==> src/hw/rtl/assert_macros.svh <==
// Assertion macros used by the top level to check its own logic.
`ifndef ASSERT_MACROS_SVH
`define ASSERT_MACROS_SVH

// Checks prop at every rising edge of clk while rst_n is high.
`define HPT_ASSERT(label, prop, msg) \
    label: assert property (@(posedge clk) disable iff (!rst_n) prop) else $error(msg);

// Checks that an antecedent implies a consequent in the following cycle.
`define HPT_ASSERT_NEXT(label, ante, cons, msg) \
    label: assert property (@(posedge clk) disable iff (!rst_n) (ante) |=> (cons)) \
        else $error(msg);

`endif

==> src/hw/rtl/hpt_pkg.sv <==
// Package with the constants, types and helpers of the point transform.
package hpt_pkg;

    localparam int COORD_W    = 32;
    localparam int ACC_W      = 64;
    localparam int LOW_W      = 16;
    localparam int QUO_W      = 32;
    localparam int DIV_STEPS  = 32;
    localparam int NUM_LANES  = 3;
    localparam int NUM_COLS   = 4;
    localparam int NUM_REGS   = 8;
    localparam int CFG_IDX_W  = 4;
    localparam int CFG_DATA_W = 64;
    localparam int ZERO_THRESHOLD = 1;

    // Threshold on |w| in the Q.30 accumulator scale.
    localparam logic [ACC_W-1:0] W_LIMIT = ACC_W'(ZERO_THRESHOLD) << 14;

    localparam logic [COORD_W-1:0] SAT_POS = 32'h7FFF_FFFF;
    localparam logic [COORD_W-1:0] SAT_NEG = 32'h8000_0000;

    typedef logic [NUM_REGS-1:0][CFG_DATA_W-1:0] mtx_t;

    // Register 7 on the left, register 0 on the right.
    localparam mtx_t MTX_RESET = {
        64'h0001_0000_0000_0000, 64'h0, 64'h0000_0000_0001_0000, 64'h0,
        64'h0, 64'h0001_0000_0000_0000, 64'h0, 64'h0000_0001_0000_0000};

    // One coordinate on its way through the divider.
    typedef struct packed {
        logic [ACC_W-1:0]   rem;
        logic [LOW_W-1:0]   low;
        logic [QUO_W-1:0]   quo;
        logic               neg;
        logic               pre_ovf;
        logic [COORD_W-1:0] flat;
        logic               flat_ovf;
    } lane_t;

    typedef lane_t [NUM_LANES-1:0] lanes_t;

    // Coefficient m[row][col] from the register file.
    function automatic logic signed [COORD_W-1:0] coef(mtx_t m, int row, int col);
        logic [CFG_DATA_W-1:0] r;
        r = m[3'(row * 2 + (col >> 1))];
        return ((col & 1) != 0) ? r[63:32] : r[31:0];
    endfunction

endpackage

==> src/hw/rtl/hpt_div_step.sv <==
// One restoring division step for all three coordinates, registered.
module hpt_div_step
    import hpt_pkg::*;
(
    input  logic             clk,
    input  logic             rst_n,
    input  logic             en,
    input  logic             valid_in,
    input  logic [ACC_W-1:0] nd_in,
    input  logic             divided_in,
    input  lanes_t           lanes_in,
    output logic             valid_out,
    output logic [ACC_W-1:0] nd_out,
    output logic             divided_out,
    output lanes_t           lanes_out
);

    logic             valid_reg;
    logic [ACC_W-1:0] nd_reg;
    logic             div_reg;
    lanes_t           lanes_reg;
    lanes_t           lanes_next;

    // Bring down the next dividend bit and subtract the divisor if it fits.
    always_comb
    begin
        logic [ACC_W-1:0] r2;
        logic             ge;
        for (int l = 0; l < NUM_LANES; l++)
        begin
            r2 = {lanes_in[l].rem[ACC_W-2:0], lanes_in[l].low[LOW_W-1]};
            ge = r2 >= nd_in;
            lanes_next[l]     = lanes_in[l];
            lanes_next[l].rem = ge ? r2 - nd_in : r2;
            lanes_next[l].low = {lanes_in[l].low[LOW_W-2:0], 1'b0};
            lanes_next[l].quo = {lanes_in[l].quo[QUO_W-2:0], ge};
        end
    end

    always_ff @(posedge clk or negedge rst_n)
    begin
        if (!rst_n)
            valid_reg <= 1'b0;
        else if (en)
            valid_reg <= valid_in;
    end

    always_ff @(posedge clk)
    begin
        if (en)
        begin
            nd_reg    <= nd_in;
            div_reg   <= divided_in;
            lanes_reg <= lanes_next;
        end
    end

    assign valid_out   = valid_reg;
    assign nd_out      = nd_reg;
    assign divided_out = div_reg;
    assign lanes_out   = lanes_reg;

endmodule
==> config.mk <==
export PLATFORM = sky130hd
export DESIGN_NAME = hpt_div_step
export DESIGN_NICKNAME = d
export VERILOG_FILES = /design/src/hw/rtl/assert_macros.svh /design/src/hw/rtl/hpt_pkg.sv /design/src/hw/rtl/hpt_div_step.sv
export SDC_FILE = /design/constraint.sdc
export NUM_CORES = 1
export LEC_CHECK = 0
export BUFFER_PORTS_ARGS = -buffer_cell sky130_fd_sc_hd__buf_2
export CAP_MARGIN = 40
export CORE_AREA = 2 2 393 395
export CTS_CLUSTER_SIZE = 8
export DETAILED_ROUTE_END_ITERATION = 12
export DIE_AREA = 0 0 395 397
export PLACE_DENSITY = 0.41
export SLEW_MARGIN = 20
export SYNTH_ARGS = -nofsm -noshare
export SYNTH_HDL_FRONTEND = slang
export SYNTH_SLANG_ARGS = --single-unit
==> constraint.sdc <==
create_clock -name clk -period 1.4 [get_ports clk]
set_clock_uncertainty 0.2 [all_clocks]
set_input_delay 0.07 -clock clk [delete_from_list [all_inputs] [get_ports clk]]
set_output_delay 0.07 -clock clk [all_outputs]
set_load 0.02 [all_outputs]
==> run_results.csv <==
group,metric,value,unit
pwr,power.leakage,0.0256,uW
finish,drive_gt1_share,48.8,%
critical_path,slowest_cell_on_crit_path,"sky130_fd_sc_hd__or4_4",
global_route,total_grt_overflow,0,
global_route,antenna_found_initial,56,
placement,postPlaceCellArea,44400,um2
timing,report.final.setup_viol,699,
cts,h-tree-depth,3,
routing,antenna_violating_nets_post_route,0,
routing,postRouteWirelength,185000,um
placement,placedCellCount,6577,
critical_path,critical_path.max_stage_delay,0.51,ns
critical_path,crit_path_cell_trace,"buf_2, clkinvlp_4, buf_6, ha_4, nand4_1, or4_4, nor4_2, nand4_1, nand3_2, a311oi_4, o21ai_4, buf_12, clkbuf_16, mux2_4",
timing,hold_violations,66,
critical_path,crit_required,1.63,ns
routing,route.detailed.vias_per_inst,4.38,
critical_path,critPathMostFrequentCell,"sky130_fd_sc_hd__nand4_1",
routing,top_layer,"met5",
cts,clk_root_buffer_cell,"sky130_fd_sc_hd__clkbuf_16",
global_route,grt_first_pass_wirelength,250000,um
routing,dr.first_iter.drc_count,1728,
critical_path,critical-path-top-delay-family,"simple AND/OR/NAND/NOR gates",
critical_path,timing.critical_path.fanout_max,7,
placement,pre_cts_slack,-2.59,ns
critical_path,critical_path.startpoint_type,"primary input",
routing,drt_first_pass_iters,5,
logic_synthesis,ys_seq_area_share,52.6,%
logic_synthesis,synth_cell_types,79,
placement,buffer_ports.inserted,1007,
status,status,"finished with violations",
critical_path,critPathCaptureType,"flip-flop",
die,initial_utilization,18.8,%
die,chipHeight,397,um
die,floorplan.die.width,395,um
logic_synthesis,synthDominantCellAreaShare,52.5,%
finish,stdcell_count,7573,
routing,met3_length,10600,um
timing,final-max-slew-violation-count,0,
logic_synthesis,area_contributors_post_synth,"sky130_fd_sc_hd__edfxtp_1 53%, sky130_fd_sc_hd__ha_1 8.4%, sky130_fd_sc_hd__a21oi_1 4.9%",
critical_path,setup.worst_path.class,"primary input to flip-flop",
placement,dp.final_hpwl,148000,um
finish,post-route-cell-area,58700,um2
logic_synthesis,ys_ff_latch,504,
cts,cts_made_buffers,77,
timing,max_slew.worst_pin.slew,0.549,ns
cts,clock_input_transition_at_the_sequential_cells_of_the_worst_setup_and_hold_paths,0.06,ns
timing,grt_setup_unrepaired,"true",
flow_run,max_cap_violations,0,
critical_path,critPathCapture,"lanes_out[239]$_DFFE_PP_",
critical_path,r2r.worst_path.cells,1,
timing,period_minus_slack,2.98,ns
logic_synthesis,synth_largest_area_cell,"sky130_fd_sc_hd__edfxtp_1",
cts,tritoncts_num_sinks,504,
cts,tritoncts,"yes",
logic_synthesis,synth_cells,2677,
routing,wirelength_met1,73000,um
critical_path,worst-r2r-setup-slack,0.46,ns
routing,total_number_of_vias,33200,
finish,final_nets,6192,
logic_synthesis,postSynth.asyncResetShare,0.198,%
cts,cts_max_path_buffers,3,
logic_synthesis,yosys_warnings,0,
logic_synthesis,avgSynthCellArea,10.7,um2
timing,setup_tns,-327.51,ns
die,pin_count,1017,
die,placementRows,144,
timing,timing.hold.ws,-0.518,ns
timing,post-route-period-util,213,%
global_route,largest_net_degree_at_the_start_of_global_routing,36,
finish,nFillCells,15300,
pwr,power_density_cells,1020,nW/um2
critical_path,crit_buf_inv,5,
logic_synthesis,number_of_enable_flip_flop_cells_after_synthesis,503,
critical_path,cp_num_cells,14,
critical_path,worstReg2RegEnd,"valid_out$_DFFE_PN0P_",
timing,layout_setup_ws,-1.58,ns
status,violations,"hold timing, setup timing",
die,placeable_core_region,153000,um2
routing,wl_per_cell,24.5,um
logic_synthesis,synth.cell_area,28700,um2
pwr,vdd.ir_drop.worst,0.000829,V
placement,routabilityCongestion,0.920,
finish,areaGrowthSynthToFinish,104,%
critical_path,crit_start,"nd_in[16]",
routing,met2RoutedLength,94400,um
pwr,totalPowerFinal,59600,uW
global_route,vias_in_the_first_global_route,33900,
global_route,grt_usage,22.4,%
critical_path,r2r-start,"valid_out$_DFFE_PN0P_",
timing,relative_max_transition_margin,63.0,%
cts,clk-insertion-delay-late,0.66,ns
worst_hold_path,worstHoldPathType,"primary input to flip-flop",
die,design.die.area,157000,um2
timing,clock.fmax,335,MHz
logic_synthesis,synthFlopType,"sky130_fd_sc_hd__edfxtp_1",
worst_hold_path,min_path_cells,3,
critical_path,worstPathArrival,3.21,ns
routing,drc,0,
worst min-delay path by stage:
stage                  startpoint                        to  slack [ns]
global placement            rst_n     valid_out$_DFFE_PN0P_       -0.36
global route            nd_in[14]      nd_out[14]$_DFFE_PP_       -0.54
detailed placement          rst_n     valid_out$_DFFE_PN0P_       -0.35
CTS                      nd_in[2]       nd_out[2]$_DFFE_PP_       -0.70
finish              lanes_in[112]  lanes_out[113]$_DFFE_PP_       -0.52
floorplan                   rst_n     valid_out$_DFFE_PN0P_       -0.43
per-stage QoR:
step | hold slack [ns] | util, %
after CTS | -0.697 | 36.5
after floorplan | -0.426 | -
after detailed placement | -0.352 | 29.0
final | -0.518 | 38.3
after global routing | -0.544 | 38.3
after global placement | -0.355 | 29.0
cell usage in the layout, fill, tap and decap left out, types with 19 or more instances in the layout:
master	count
sky130_fd_sc_hd__a21oi_1	188
sky130_fd_sc_hd__a21oi_2	76
sky130_fd_sc_hd__buf_8	28
sky130_fd_sc_hd__nand3_1	39
sky130_fd_sc_hd__xor2_1	68
sky130_fd_sc_hd__o21ai_2	81
sky130_fd_sc_hd__nand2_2	27
sky130_fd_sc_hd__buf_4	928
sky130_fd_sc_hd__nand2_1	226
sky130_fd_sc_hd__buf_12	58
sky130_fd_sc_hd__nor2_1	124
sky130_fd_sc_hd__a31oi_1	19
sky130_fd_sc_hd__o21bai_1	37
sky130_fd_sc_hd__xnor2_1	87
sky130_fd_sc_hd__ha_4	46
sky130_fd_sc_hd__buf_6	62
sky130_fd_sc_hd__inv_1	92
sky130_fd_sc_hd__nor3_1	25
sky130_fd_sc_hd__ha_1	144
sky130_fd_sc_hd__o21a_1	24
sky130_fd_sc_hd__nor2_4	36
sky130_fd_sc_hd__o21ai_1	61
sky130_fd_sc_hd__o21ai_0	85
sky130_fd_sc_hd__a21o_1	108
sky130_fd_sc_hd__clkbuf_16	89
sky130_fd_sc_hd__buf_2	993
sky130_fd_sc_hd__dlygate4sd3_1	761
sky130_fd_sc_hd__edfxtp_1	503
sky130_fd_sc_hd__nand2b_1	20
sky130_fd_sc_hd__nand4_1	75
tightest hold or removal path: cells and delay by family:
family | cells | cell delay [ns]
AND/OR/NAND/NOR | 1 | 0.06
buffers and inverters | 1 | 0.09
AO/OA/AOI/OAI | 1 | 0.05
power breakdown:
| group | leakage [uW] | switching (uW) | total, uW | internal, uW |
|---|---|---|---|---|
| registers | 0.00493 | 654 | 19200 | 18600 |
| logic | 0.0196 | 11800 | 22100 | 10300 |
| clock network | 0.00110 | 7630 | 18300 | 10700 |
synthesized netlist by cell type (25+ instances only):
| master | number |
|---|---|
| sky130_fd_sc_hd__nor2_1 | 171 |
| sky130_fd_sc_hd__nand2_1 | 258 |
| sky130_fd_sc_hd__ha_1 | 192 |
| sky130_fd_sc_hd__a21oi_1 | 281 |
| sky130_fd_sc_hd__nor3_1 | 41 |
| sky130_fd_sc_hd__a31oi_1 | 29 |
| sky130_fd_sc_hd__xnor2_1 | 96 |
| sky130_fd_sc_hd__inv_1 | 119 |
| sky130_fd_sc_hd__a21o_1 | 108 |
| sky130_fd_sc_hd__clkbuf_1 | 93 |
| sky130_fd_sc_hd__o21bai_1 | 44 |
| sky130_fd_sc_hd__nand4_1 | 75 |
| sky130_fd_sc_hd__nand3_1 | 44 |
| sky130_fd_sc_hd__xor2_1 | 75 |
| sky130_fd_sc_hd__edfxtp_1 | 503 |
| sky130_fd_sc_hd__o21ai_0 | 233 |
| sky130_fd_sc_hd__o21a_1 | 25 |
state kept, by name, indices dropped and copies added (netlist names):
name / cells
lanes_out: 438
nd_out: 64
divided_out: 1
valid_out: 1
layer usage:
metal / global-route usage [%] / vias to the layer above
li1: - / 15700
met1: 25.7 / 16200
met2: 40.7 / 977
met3: 4.91 / 264
met4: 7.93 / 44
met5: 0 / -
timing repair:
item	CTS	global route
setup buffers	44	62
hold buffers	726	46
pin swaps	89	147
cloned	18	13
hold endpoints to repair	1005	102
endpoints found under the setup margin	699	699
resized for setup	276	440
logic make-up (layout without fill, tap and decap cells):
| logic type | after synthesis | in the layout | synth area share, % |
|---|---|---|---|
| AO/OA/AOI/OAI | 850 | 850 | 18.4 |
| AND/OR/NAND/NOR | 687 | 687 | 10.9 |
| flip-flops | 504 | 504 | 52.6 |
| multiplexers | 24 | 24 | 0.923 |
| XOR/XNOR | 171 | 171 | 5.21 |
| adder cells (fa/ha/maj) | 195 | 195 | 8.57 |
| buffers and inverters | 245 | 3081 | 3.34 |
| other | 1 | 17 | 0.0130 |
cell type report:
type | instances | area (um2) | area share, %
timing repair buffer | 2854 | 22500 | 38.3
multi-input combinational | 1930 | 15700 | 26.7
sequential | 504 | 15100 | 25.8
tap | 2044 | 2560 | 4.36
clock buffer | 90 | 2000 | 3.40
inverter | 120 | 553 | 0.943
clock inverter | 17 | 264 | 0.450
antenna | 14 | 35.0 | 0.0597
(Power assumes the default switching activity.)
